===== config.mk =====
export PLATFORM = sky130hd
export DESIGN_NAME = framed_seven_segment_scan_driver_top
export DESIGN_NICKNAME = d
export VERILOG_FILES = /design/src/fsssd_pkg.sv /design/src/fsssd_frame.sv /design/src/fsssd_display.sv /design/src/framed_seven_segment_scan_driver_top.sv
export SDC_FILE = /design/constraint.sdc
export NUM_CORES = 1
export LEC_CHECK = 0
export BUFFER_PORTS_ARGS = -buffer_cell sky130_fd_sc_hd__buf_4
export CORE_MARGIN = 3
export CORE_UTILIZATION = 40
export CTS_BUF_LIST = sky130_fd_sc_hd__clkbuf_8
export CTS_CLUSTER_SIZE = 25
export DETAILED_ROUTE_END_ITERATION = 16
export GPL_TIMING_DRIVEN = 0
export PLACE_DENSITY = 0.62
export SYNTH_ARGS = -nofsm -noshare
export SYNTH_HDL_FRONTEND = slang
export SYNTH_SLANG_ARGS = --single-unit

===== constraint.sdc =====
create_clock -name clk_i -period 3.05 [get_ports clk_i]
set_input_delay 0.1525 -clock clk_i [delete_from_list [all_inputs] [get_ports clk_i]]
set_output_delay 0.1525 -clock clk_i [all_outputs]
set_load 0.01 [all_outputs]

===== src/fsssd_pkg.sv =====
// Shared types, constants and the hex-to-segment decode for the framed
// seven-segment scan driver. No dependencies.
`default_nettype none
package fsssd_pkg;

  localparam int unsigned DigitCountDefault = 4;
  localparam int unsigned ByteW = 8;
  localparam int unsigned SelW = 4;

  localparam logic [7:0] FrameOpen = 8'h3C;   // '<'
  localparam logic [7:0] FrameClose = 8'h3E;  // '>'
  localparam logic [7:0] TimeoutReset = 8'd5;

  typedef enum logic [1:0] {
    OpByte   = 2'd0,
    OpScan   = 2'd1,
    OpSecond = 2'd2
  } opcode_e;

  // one event per beat, decoded from the opcode
  typedef struct packed {
    logic take_byte;
    logic scan_tick;
    logic sec_tick;
  } event_t;

  // gfedcba, active high, dp off
  function automatic logic [7:0] hex_seg(input logic [3:0] n);
    logic [7:0] s;
    case (n)
      4'h0: s = 8'h3F;
      4'h1: s = 8'h06;
      4'h2: s = 8'h5B;
      4'h3: s = 8'h4F;
      4'h4: s = 8'h66;
      4'h5: s = 8'h6D;
      4'h6: s = 8'h7D;
      4'h7: s = 8'h07;
      4'h8: s = 8'h7F;
      4'h9: s = 8'h6F;
      4'hA: s = 8'h77;
      4'hB: s = 8'h7C;
      4'hC: s = 8'h39;
      4'hD: s = 8'h5E;
      4'hE: s = 8'h79;
      4'hF: s = 8'h71;
      default: s = 8'h00;
    endcase
    return s;
  endfunction

  // ASCII hex digit to segments, anything else blank
  function automatic logic [7:0] char_seg(input logic [7:0] c);
    logic [7:0] s;
    s = 8'h00;
    if (c >= 8'h30 && c <= 8'h39) begin
      s = hex_seg(c[3:0]);
    end else if ((c >= 8'h41 && c <= 8'h46) || (c >= 8'h61 && c <= 8'h66)) begin
      s = hex_seg(4'(c[3:0] + 4'd9));
    end
    return s;
  endfunction

endpackage
`default_nettype wire


===== src/fsssd_frame.sv =====
// Receive window: shifts bytes in, spots a '<' ... '>' frame and decodes
// the enclosed characters. Depends on fsssd_pkg.
`default_nettype none
module fsssd_frame #(
  parameter int unsigned DIGIT_COUNT = fsssd_pkg::DigitCountDefault
) (
  input  wire logic                         clk_i,
  input  wire logic                         rst_ni,
  input  wire logic                         take_i,
  input  wire logic [7:0]                   rx_byte_i,
  output logic                              load_o,
  output logic [DIGIT_COUNT-1:0][7:0]       patterns_o
);
  import fsssd_pkg::*;

  localparam int unsigned WinLen = DIGIT_COUNT + 2;

  logic [WinLen-1:0][7:0] win_q;

  always_ff @(posedge clk_i or negedge rst_ni) begin
    if (!rst_ni) begin
      win_q <= '0;
    end else if (take_i) begin
      win_q <= {win_q[WinLen-2:0], rx_byte_i};
    end
  end

  // after the shift the oldest byte is today's win_q[WinLen-2]
  assign load_o = take_i && (win_q[WinLen-2] == FrameOpen) && (rx_byte_i == FrameClose);

  // digit i takes the byte that lands at window slot i+1, i.e. win_q[i]
  always_comb begin
    for (int i = 0; i < DIGIT_COUNT; i++) begin
      patterns_o[i] = char_seg(win_q[i]);
    end
  end

endmodule
`default_nettype wire


===== src/fsssd_display.sv =====
// Display state: digit patterns, scan position, seconds countdown, lit flag
// and the timeout register; produces the post-event drive. Depends on fsssd_pkg.
`default_nettype none
module fsssd_display #(
  parameter int unsigned DIGIT_COUNT = fsssd_pkg::DigitCountDefault
) (
  input  wire logic                         clk_i,
  input  wire logic                         rst_ni,
  input  wire fsssd_pkg::event_t            ev_i,
  input  wire logic                         load_i,
  input  wire logic [DIGIT_COUNT-1:0][7:0]  patterns_i,
  input  wire logic                         cfg_we_i,
  input  wire logic [7:0]                   cfg_timeout_i,
  output logic [7:0]                        segment_drive_o,
  output logic [fsssd_pkg::SelW-1:0]        digit_select_n_o,
  output logic                              display_on_o
);
  import fsssd_pkg::*;

  localparam int unsigned ScanW = $clog2(DIGIT_COUNT);

  logic [DIGIT_COUNT-1:0][7:0] pat_q, pat_d;
  logic [ScanW-1:0]            scan_q, scan_d;
  logic [7:0]                  sec_q, sec_d;
  logic                        lit_q, lit_d;
  logic [7:0]                  timeout_q;

  always_comb begin
    pat_d  = pat_q;
    scan_d = scan_q;
    sec_d  = sec_q;
    lit_d  = lit_q;
    if (load_i) begin
      pat_d = patterns_i;
      sec_d = timeout_q;
      lit_d = 1'b1;
    end
    if (ev_i.scan_tick && lit_q) begin
      scan_d = (scan_q == ScanW'(DIGIT_COUNT - 1)) ? '0 : ScanW'(scan_q + 1'b1);
    end
    if (ev_i.sec_tick && lit_q) begin
      sec_d = sec_q - 8'd1;
      if (sec_d == 8'd0) begin
        lit_d = 1'b0;
      end
    end
  end

  always_ff @(posedge clk_i or negedge rst_ni) begin
    if (!rst_ni) begin
      for (int i = 0; i < DIGIT_COUNT; i++) begin
        pat_q[i] <= hex_seg(4'(i + 1));
      end
      scan_q    <= '0;
      sec_q     <= TimeoutReset;
      lit_q     <= 1'b1;
      timeout_q <= TimeoutReset;
    end else begin
      pat_q  <= pat_d;
      scan_q <= scan_d;
      sec_q  <= sec_d;
      lit_q  <= lit_d;
      if (cfg_we_i) begin
        timeout_q <= cfg_timeout_i;
      end
    end
  end

  // drive reflects the state after this beat's event
  always_comb begin
    segment_drive_o  = 8'h00;
    digit_select_n_o = '1;
    display_on_o     = lit_d;
    if (lit_d) begin
      segment_drive_o = pat_d[scan_d];
      for (int j = 0; j < SelW; j++) begin
        if (j < DIGIT_COUNT) begin
          digit_select_n_o[j] = (int'(scan_d) != j);
        end else begin
          digit_select_n_o[j] = 1'b0;
        end
      end
    end
  end

endmodule
`default_nettype wire


===== src/framed_seven_segment_scan_driver_top.sv =====
// Top level of the framed seven-segment scan driver: opcode decode, frame
// window, display state and the result register. Depends on fsssd_pkg,
// fsssd_frame and fsssd_display.
// An accepted beat's result is in the output register in the next cycle.
// Throughput: one beat per cycle; a new beat is taken whenever the output
// register is empty or being drained in the same cycle.
// Reset: window cleared, digits show 1,2,3,..., scan at digit 0, timeout and
// countdown at 5, display lit, no result pending.
`default_nettype none
module framed_seven_segment_scan_driver_top #(
  parameter int unsigned DIGIT_COUNT = fsssd_pkg::DigitCountDefault
) (
  input  wire logic                          clk_i,
  input  wire logic                          rst_ni,
  input  wire logic                          in_valid_i,
  output logic                               in_ready_o,
  input  wire logic [1:0]                    opcode_i,
  input  wire logic [7:0]                    rx_byte_i,
  output logic                               out_valid_o,
  input  wire logic                          out_ready_i,
  output logic [7:0]                         segment_drive_o,
  output logic [fsssd_pkg::SelW-1:0]         digit_select_n_o,
  output logic                               display_on_o,
  input  wire logic                          cfg_valid_i,
  output logic                               cfg_ready_o,
  input  wire logic [7:0]                    cfg_timeout_seconds_i
);
  import fsssd_pkg::*;

  logic                        accept;
  event_t                      ev;
  logic                        load;
  logic [DIGIT_COUNT-1:0][7:0] patterns;
  logic [7:0]                  seg_d, seg_q;
  logic [SelW-1:0]             sel_d, sel_q;
  logic                        on_d, on_q;
  logic                        out_valid_q;

  assign in_ready_o  = !out_valid_q || out_ready_i;
  assign accept      = in_valid_i && in_ready_o;
  assign cfg_ready_o = 1'b1;

  always_comb begin
    ev = '0;
    if (accept) begin
      case (opcode_e'(opcode_i))
        OpByte:   ev.take_byte = 1'b1;
        OpScan:   ev.scan_tick = 1'b1;
        OpSecond: ev.sec_tick  = 1'b1;
        default:  ev = '0;
      endcase
    end
  end

  fsssd_frame #(
    .DIGIT_COUNT(DIGIT_COUNT)
  ) u_frame (
    .clk_i     (clk_i),
    .rst_ni    (rst_ni),
    .take_i    (ev.take_byte),
    .rx_byte_i (rx_byte_i),
    .load_o    (load),
    .patterns_o(patterns)
  );

  fsssd_display #(
    .DIGIT_COUNT(DIGIT_COUNT)
  ) u_display (
    .clk_i           (clk_i),
    .rst_ni          (rst_ni),
    .ev_i            (ev),
    .load_i          (load),
    .patterns_i      (patterns),
    .cfg_we_i        (cfg_valid_i),
    .cfg_timeout_i   (cfg_timeout_seconds_i),
    .segment_drive_o (seg_d),
    .digit_select_n_o(sel_d),
    .display_on_o    (on_d)
  );

  always_ff @(posedge clk_i or negedge rst_ni) begin
    if (!rst_ni) begin
      out_valid_q <= 1'b0;
    end else if (accept) begin
      out_valid_q <= 1'b1;
    end else if (out_ready_i) begin
      out_valid_q <= 1'b0;
    end
  end

  always_ff @(posedge clk_i) begin
    if (accept) begin
      seg_q <= seg_d;
      sel_q <= sel_d;
      on_q  <= on_d;
    end
  end

  assign out_valid_o      = out_valid_q;
  assign segment_drive_o  = seg_q;
  assign digit_select_n_o = sel_q;
  assign display_on_o     = on_q;

endmodule
`default_nettype wire

Yosys cells after proc, flatten, opt, wreduce, memory -nomap -nowiden
Memories as Yosys holds them, arrays and structs flattened.
Index checks and enable logic that the tools add are counted.
- word-level logic and storage cells: 116
- output and inout port bits: 16
- memories: 8
- memory bits (read-only): 896
- bits in registers: 105
- input bits: 23
- memories (name ; depth ; bits a word ; read ports ; clocked after memory_dff ; wr ports ; RTL line ; text):
    (no name shown) ; 16 ; 7 ; 1 ; 0 ; 0 ; fsssd_pkg.sv:30 ; case (n)
    (no name shown) ; 16 ; 7 ; 1 ; 0 ; 0 ; fsssd_pkg.sv:30 ;
    (no name shown) ; 16 ; 7 ; 1 ; 0 ; 0 ; fsssd_pkg.sv:30 ;
    (no name shown) ; 16 ; 7 ; 1 ; 0 ; 0 ; fsssd_pkg.sv:30 ;
    (no name shown) ; 16 ; 7 ; 1 ; 0 ; 0 ; fsssd_pkg.sv:30 ;
    (no name shown) ; 16 ; 7 ; 1 ; 0 ; 0 ; fsssd_pkg.sv:30 ;
    2 more memories ; n/a ; n/a ; n/a ; n/a ; n/a ; n/a ;
- order comparisons: 25
- reduce and logical (&&, ||, !) cells: 28
- add/subtract/negate cells: 6
- mux-type cells: 24
- eq/ne operators: 8
- operators by type and width (cell ; count):
    $mux W8 ; 11
    $ge A8 B7 Y1 const B ; 8
    $le A8 B7 Y1 const B ; 8
    $ge A8 B6 Y1 const B ; 4
    $le A8 B6 Y1 const B ; 4
    $mux W32 ; 1
    $logic_and A1 B1 Y1 ; 17
    $add A4 B4 Y4 const B ; 4
    $bmux W8 S2 ; 1
    $eq A8 B6 Y1 const B ; 2
    $logic_not A8 Y1 ; 1
    $mux W1 ; 8
    $sub A8 B1 Y8 const B ; 1
    $reduce_bool A2 Y1 ; 3
    $logic_or A1 B1 Y1 ; 5
    $eq A2 B2 Y1 const B ; 2
    $mux W2 ; 2
    $ne A2 B2 Y1 const B ; 2
    $lt A2 B3 Y1 const B ; 1
    $mux W3 ; 1
    $add A2 B1 Y2 const B ; 1
    $eq A2 B1 Y1 const B ; 1
    $logic_not A2 Y1 ; 1
    $ne A2 B1 Y1 const B ; 1
    $logic_not A1 Y1 ; 1

Longest topological paths before layout
Gate-level depths: netlist of the first run.
- depth after elaboration: 9
- mapped depth: 12
- depth with buffers taken out: 10

By module
Synthesis of the first run repeated with hierarchy kept, for this count alone.
- cell total of the unflattened synthesis: 629
- area total of the unflattened synthesis: 6472.5 sq um
- modules (own cells, without submodules) (module ; cells an instance ; area each (sq um) ; sequential area each (sq um) ; times used):
    fsssd_frame ; 374 ; 3399.5 ; 1001.0 ; 1
    fsssd_display ; 233 ; 2571.2 ; 1302.5 ; 1
    framed_seven_segment_scan_driver_top ; 22 ; 501.7 ; 415.4 ; 1

Worst setup path after synthesis of the first run
OpenSTA, ideal clock, no wires.
- path type: register -> register
- start: reg u_display.sec_q[0]
- end: reg seg_q[0], in the netlist segment_drive_o[0] (data pin)
- setup time: 0.261 ns
- slack: 0.367 ns
- cell stages (with the launch flop): 11
- clock period less this slack: 2.683 ns
- required time: 2.789 ns
- buffers on the path: 0
- arrival time: 2.422 ns
- cell sequence: dfstp_2 -> inv_1 -> ha_1 -> nor2b_1 -> or3_1 -> a21oi_1 -> a31oi_1 -> o32ai_4 -> inv_2 -> and4_1 -> a221o_1
- cells in the longest elaborated chain, start to end: 4
- RTL lines (element ; RTL line ; text):
    from (decl) ; fsssd_display.sv:24 ; logic [7:0] sec_q, sec_d;
    from (signal assigned) ; fsssd_display.sv:55 ; sec_q <= TimeoutReset;
    $sub A8 B1 Y8 ; fsssd_display.sv:42 ; sec_d = sec_q - 8'd1;
    $logic_not A8 Y1 ; fsssd_display.sv:43 ; if (sec_d == 8'd0) begin
    $mux W1 ; fsssd_display.sv:43 ;
    $mux W1 ; fsssd_display.sv:41 ; if (ev_i.sec_tick && lit_q) begin
    net on_d ; framed_seven_segment_scan_driver_top.sv:36 ; logic on_d, on_q;
    to (signal assigned) ; framed_seven_segment_scan_driver_top.sv:93 ; seg_q <= seg_d;
    to (decl) ; framed_seven_segment_scan_driver_top.sv:34 ; logic [7:0] seg_d, seg_q;
The timed path passes the listed nets, and every way through them passes these cells.
A chain may end at the register's enable or synchronous reset.

==> metrics.txt, run 1 <==
crit end category=register; Tcrit/Tclk final=94.53%; static leakage=0.003301 µW; slowest cell on the critical path=o311ai_0; H-tree Lvls=3; I/O pin count=39; drt wl/cell=17.86 µm; slew at the pin with the worst max-slew slack=1179 ps; Area Growth Syn to Fin=15.32%; core area=17360 µm²; CP peak stage delay=540 ps; Post-DRT Antenna Nets=0; skew final=12.77 ps; R2R Path Start=u_frame.win_q[9]; Sink Count=105; Max Fclk=346.8 MHz; drt pass-1 iters=7; cells along the critical path=ha_1, ha_1, clkbuf_1, o311ai_0, a31oi_1, mux2_2, a22o_1; fin area=8194 µm²; Tot Pwr=5022 µW; failing checks=hold timing; drt total wl=18950 µm; Synth cell types=82; flop and latch count out of synthesis=105; Iteration-0 DRC Markers=404; type of the worst setup path=register to register; root buf cell=clkbuf_8; Tmin final=2883 ps; post-DR vias/cell=5.786; most frequent cells in the layout=nor2_1 (81), nand2_1 (72), dfrtp_1 (68); total grt overflow=0; status=finished with violations; Post-DP Area=7657 µm²; synthesized area per cell=9.325 µm²; initial antenna violation count=0; HP Class=input pin to async pin; syn nets=822; antenna diode count=0; Syn Inst Count=762; Setup crit start kind=register; port buffer count=36; vias post-DR=6139; top post-synthesis cells by area=dfrtp_1 (25%), dfstp_2 (7.8%), mux2_2 (6.7%); normalized max-slew margin=21.39%; sequential element share of the synthesized area=38.26%; Setup crit start=u_frame.win_q[9]; Cell Area, Synth=7106 µm²; Hold Violations, Final=21; Nets=891; CTS tree=yes; PwrDens=612.9 nW/µm²; Residual DRC=0; GPL Wtd Cong=0.9349; RSZ-0062 raised after global routing=no; worst-skew pair later-pin latency=400 ps; critical path required time=3210 ps; worst vdd ir=0.0003767 V; most common cell after layout, fill and taps aside=nor2_1; CTS max path bufs=2; global-route wire length before repair=30580 µm; Yosys top cell by area=dfrtp_1; asr flop ratio synth=87.62%; CTS Buf Count=9; FP Rows=48; yosys synthesis warning count=0; crit path DAT=3040 ps; crit-path max FO=10; GR Util All Layers=19.35%; Post-synth EDFFs=13; die area=19400 µm²; CTS clk-pin slew, worst paths=100 ps; Slew Limit Fails=0; die height=139.3 µm; vias in the first global route=5654; layout cells sized above 1=22.49%; cell mode on critical path=ha_1; WHS=-55.08 ps; area share of the largest cell type after synthesis=25.00%; initial core utilization=40.94%; largest net degree at the start of global routing=93; Final Setup Violations=0; Primary FF master, synth=dfrtp_1; hpwl dp=13830 µm; die width=139.3 µm; MaxCap Viol Count=0
==> critical path, delay by kind of cell (launching register included) <==
kind	cells	cell delay, ps
buffers and inverters	1	230
AOI/OAI and AO/OA	3	980
DFF	1	510
adders and majority gates	2	600
muxes	1	330
==> kinds of logic after synthesis <==
kind of cell | count (synthesis) | share of synthesized area (%)
muxes | 63 | 10.42
xor gates and xnor gates | 11 | 1.462
adders and majority gates | 37 | 6.515
and+or+nand+nor | 268 | 18.51
DFF | 105 | 38.26
other | 1 | 0.05278
buffers and inverters | 82 | 4.613
AOI/OAI and AO/OA | 195 | 20.16
==> per-stage QoR <==
step                hold slack, ps  TNS [ps]  util (%)  instances  worst slack, ps
floorplan                   -143.1         0         -        762            366.9
global placement             359.4     -2764     44.12       1023           -631.8
detailed placement           372.6     -2300     44.12       1023           -542.0
CTS                         0.5430         0     46.55       1057            30.19
global route                 9.696         0     47.21       1061            4.369
finish                      -55.08         0     47.21       1061            166.7
==> synth_stat cells (18+ instances only) <==
cell and count:
nor2_1 82, nand2_1 72, dfrtp_1 71, mux2_2 42
clkbuf_1 38, o21ai_0 38, ha_1 37, a21oi_1 25
a31oi_1 24, inv_1 22, dfstp_2 21, nor2b_1 18
==> state kept, by name, indices dropped and copies added (netlist names) <==
name                 cells
digit_select_n_o         4
display_on_o             1
out_valid_o              1
segment_drive_o          8
u_display.lit_q          1
u_display.pat_q         32
u_display.scan_q         2
u_display.sec_q          8
u_display.timeout_q      8
u_frame.win_q           40
==> report_power, final <==
part | internal, µW | total [µW] | switching (µW)
logic | 914 | 2240 | 1320
clock network | 387 | 903 | 516
registers | 1620 | 1880 | 259
total | 2930 | 5020 | 2100
==> layout make-up <==
type / count / area [µm²]
Buffer: 53 / 232.7
Clock buffer: 9 / 123.9
Clock inverter: 7 / 76.32
Fill cell: 1653 / 9163
Inverter: 26 / 97.59
Multi-Input combinational cell: 575 / 4161
Sequential cell: 105 / 2723
Tap cell: 225 / 281.5
Timing Repair Buffer: 61 / 498.0
==> worst paths after layout <==
kind / slack [ps] / cells after the start / to
min reg2reg: 490 / 1 / u_display.pat_q[15]
min: -60 / 1 / u_display.timeout_q[4]
max reg2reg: 170 / 7 / segment_drive_o[1]
max in group asynchronous: 2230 / 1 / u_frame.win_q[24]
max: 170 / 7 / segment_drive_o[1]
min in group clk_i: 20 / 2 / u_frame.win_q[0]
==> routing by layer <==
metal | vias up | global-route usage (%) | part of all wire, %
met5 | - | 0 | 0
met4 | 0 | 5.716 | 2.6
met3 | 36 | 4.364 | 5.9
met2 | 185 | 29.24 | 45
met1 | 2975 | 27.86 | 46
li1 | 2943 | - | -
==> timing repair <==
item                                    4_1_cts  5_1_grt
endpoints found under the setup margin       11        7
endpoints found under the hold margin        16        0
gates cloned                                  0        0
gates resized for setup                      12       26
hold buffers                                 16        0
pin swaps                                     3        5
buffers inserted                              3        6
Note: power is estimated with default switching activity, not from simulation.
==> run 2: changes to the inputs <==
- CORE_UTILIZATION: 40 -> 30
- PLACE_DENSITY: 0.62 -> 0.51
==> run 2 against run 1 <==
  * The run now ends clean
  * Utilization down 11 points
  * First-iteration DRC count up 13%
  * Total power down 1.4%
  * Hold slack better by 55 ps
  * Clock skew up 1.4 ps
  * Global-route usage down 4.0 points
  * Via count down 2.1%
  * Sequential power about the same
  * Cell count up 7.8%
  * Clock-buffer cell count unchanged
  * Combinational power about the same
  * Design area up 0.49%
  * Largest cell class unchanged
  * Highest routed layer unchanged
==> metrics.txt, run 2 (synthesis results as in run 1) <==
CP peak stage delay=400 ps (-140 ps); status=finished, final reports clean; die height=159.9 µm (+15%); Setup crit start kind=register; post-DR vias/cell=5.254 (-9.2%); WP buf/inv=2 (+1); H-tree Lvls=3 (unchanged); Layout fillers=2399 (+45%); HP Class=input pin to async pin; critical path required time=3190 ps (-20 ps); port buffer count=36 (unchanged); Max Fclk=336.5 MHz (-3.0%); MaxCap Viol Count=0 (unchanged); most frequent cells in the layout=nor2_1 (81), nand2_1 (72), dfrtp_1 (68); setup TNS=0 ps (unchanged); hpwl dp=14490 µm (+4.8%); slew at the pin with the worst max-slew slack=1239 ps (+60.21 ps); vias in the first global route=5801 (+2.6%); initial core utilization=30.91% (-10 points); FP Rows=55 (+15%); drt wl/cell=17.42 µm (-2.5%); Tot Pwr=4952 µW (-1.4%); slowest cell on the critical path=dfrtp_1; crit end category=register; type of the worst setup path=register to register; Residual DRC=0 (unchanged); Slew Limit Fails=0 (unchanged); Regs by FF count=u_frame.win_q: 40 flops, u_display.pat_q: 32 flops; drt total wl=19930 µm (+5.2%); Nets=886 (-0.56%); layout cells sized above 1=22.74% (+0.26 points); Hold Violations, Final=0 (-100%); die area=25570 µm² (+32%); Post-DRT Antenna Nets=0 (unchanged); CTS Buf Count=9 (unchanged); skew final=14.13 ps (+1.360 ps); Sink Count=105 (unchanged); drt pass-1 iters=5 (-2); Iteration-0 DRC Markers=456 (+13%); Area Growth Syn to Fin=15.88%; core area=22980 µm² (+32%); root buf cell=clkbuf_8; global-route wire length before repair=32120 µm (+5.0%); PwrDens=601.4 nW/µm² (-1.9%); largest net degree at the start of global routing=93 (unchanged); die width=159.9 µm (+15%); static leakage=0.003263 µW (-1.1%); crit path DAT=3110 ps (+70 ps); CTS tree=yes; antenna diode count=0 (unchanged); crit-path max FO=10 (unchanged); Final Setup Violations=0 (unchanged); I/O pin count=39 (unchanged); Multi-input gate area=4168 µm² (+0.15%); vias post-DR=6011 (-2.1%); worst vdd ir=0.0002789 V (-26%); Tcrit/Tclk final=97.42% (+2.9 points); most common cell after layout, fill and taps aside=nor2_1; GPL Wtd Cong=0.8815 (-5.7%); top register by number of flip-flops=u_frame.win_q; cells along the critical path=nor4bb_1, nand4_1, or2_0, clkbuf_1, buf_2, a31oi_1, nand3_1, o2bb2ai_1, a221o_1; CTS clk-pin slew, worst paths=100 ps (about the same); total grt overflow=0 (unchanged); max reg flops=40 (unchanged); initial antenna violation count=0 (unchanged); GR Util All Layers=15.36% (-4.0 points); normalized max-slew margin=17.38% (-4.0 points); CP delay by family, top=simple AND/OR/NAND/NOR gates; register area=2723 µm² (unchanged); CTS max path bufs=2 (unchanged); Tmin final=2971 ps (+88.06 ps); WHS=0.3285 ps (+55.40 ps); worst-skew pair later-pin latency=380 ps (-20 ps)
## run 2: worst register-to-register path, cell delays in order (launching register included)
cell	delay [ps]
dfrtp_1	400
nor4bb_1	340
nand4_1	290
or2_0	280
clkbuf_1	240
buf_2	310
a31oi_1	190
nand3_1	180
o2bb2ai_1	210
a221o_1	300
## run 2: metrics by stage
stage,instances,cell area [µm²],setup WS (ps),utilization (%)
2_1_floorplan,762,7106,366.9,-
3_3_place_gp,1111,7767,-664.9,33.79
3_5_place_dp,1111,7767,-604.5,33.79
4_1_cts,1137,8092,-15.81,35.20
5_1_grt,1144,8234,-9.820,35.82
6_report,1144,8234,78.66,35.82
## run 2: layout make-up
cell class                 count  share of cell area [%]
tap                          313                   4.756
multi-input combinational    575                   50.62
inverter                      26                   1.231
sequential                   105                   33.06
clock buffer                   9                   1.504
buffer                        52                   2.705
timing repair buffer          57                   5.653
clock inverter                 7                  0.4711
## run 2: timing repair
item | 4_1_cts | 5_1_grt
pin swaps | 2 | 9
hold buffers | 10 | 0
hold endpoints to repair | 10 | 0
endpoints found under the setup margin | 8 | 7
gates resized for setup | 13 | 23
setup buffers | 1 | 10
## run 2: per-layer routing
| metal | vias to the layer above | part of all wire [%] | global-route usage, % |
|---|---|---|---|
| li1 | 2923 | - | - |
| met1 | 2908 | 50 | 22.95 |
| met3 | 19 | 4.6 | 2.620 |
| met4 | 0 | 1.4 | 3.156 |
| met2 | 161 | 44 | 23.38 |
| met5 | - | 0 | 0 |
## run 2: worst paths after layout
path	startpoint	to	slack (ps)	cells past startpoint
hold reg to reg	u_display.pat_q[31]	u_display.pat_q[31]	490	1
hold / removal	rst_ni	u_display.pat_q[15]	0.3	1
setup reg to reg	u_frame.win_q[32]	segment_drive_o[0]	80	9
max in group asynchronous	rst_ni	u_frame.win_q[0]	2160	1
setup / recovery	u_frame.win_q[32]	segment_drive_o[0]	80	9
min in group clk_i	rx_byte_i[0]	u_frame.win_q[0]	20	2
## run 2: report_power, final
group	internal (µW)	switching, µW	total (µW)
Combinational	911	1360	2270
Clock	289	498	787
Sequential	1620	268	1890
Total	2830	2130	4950
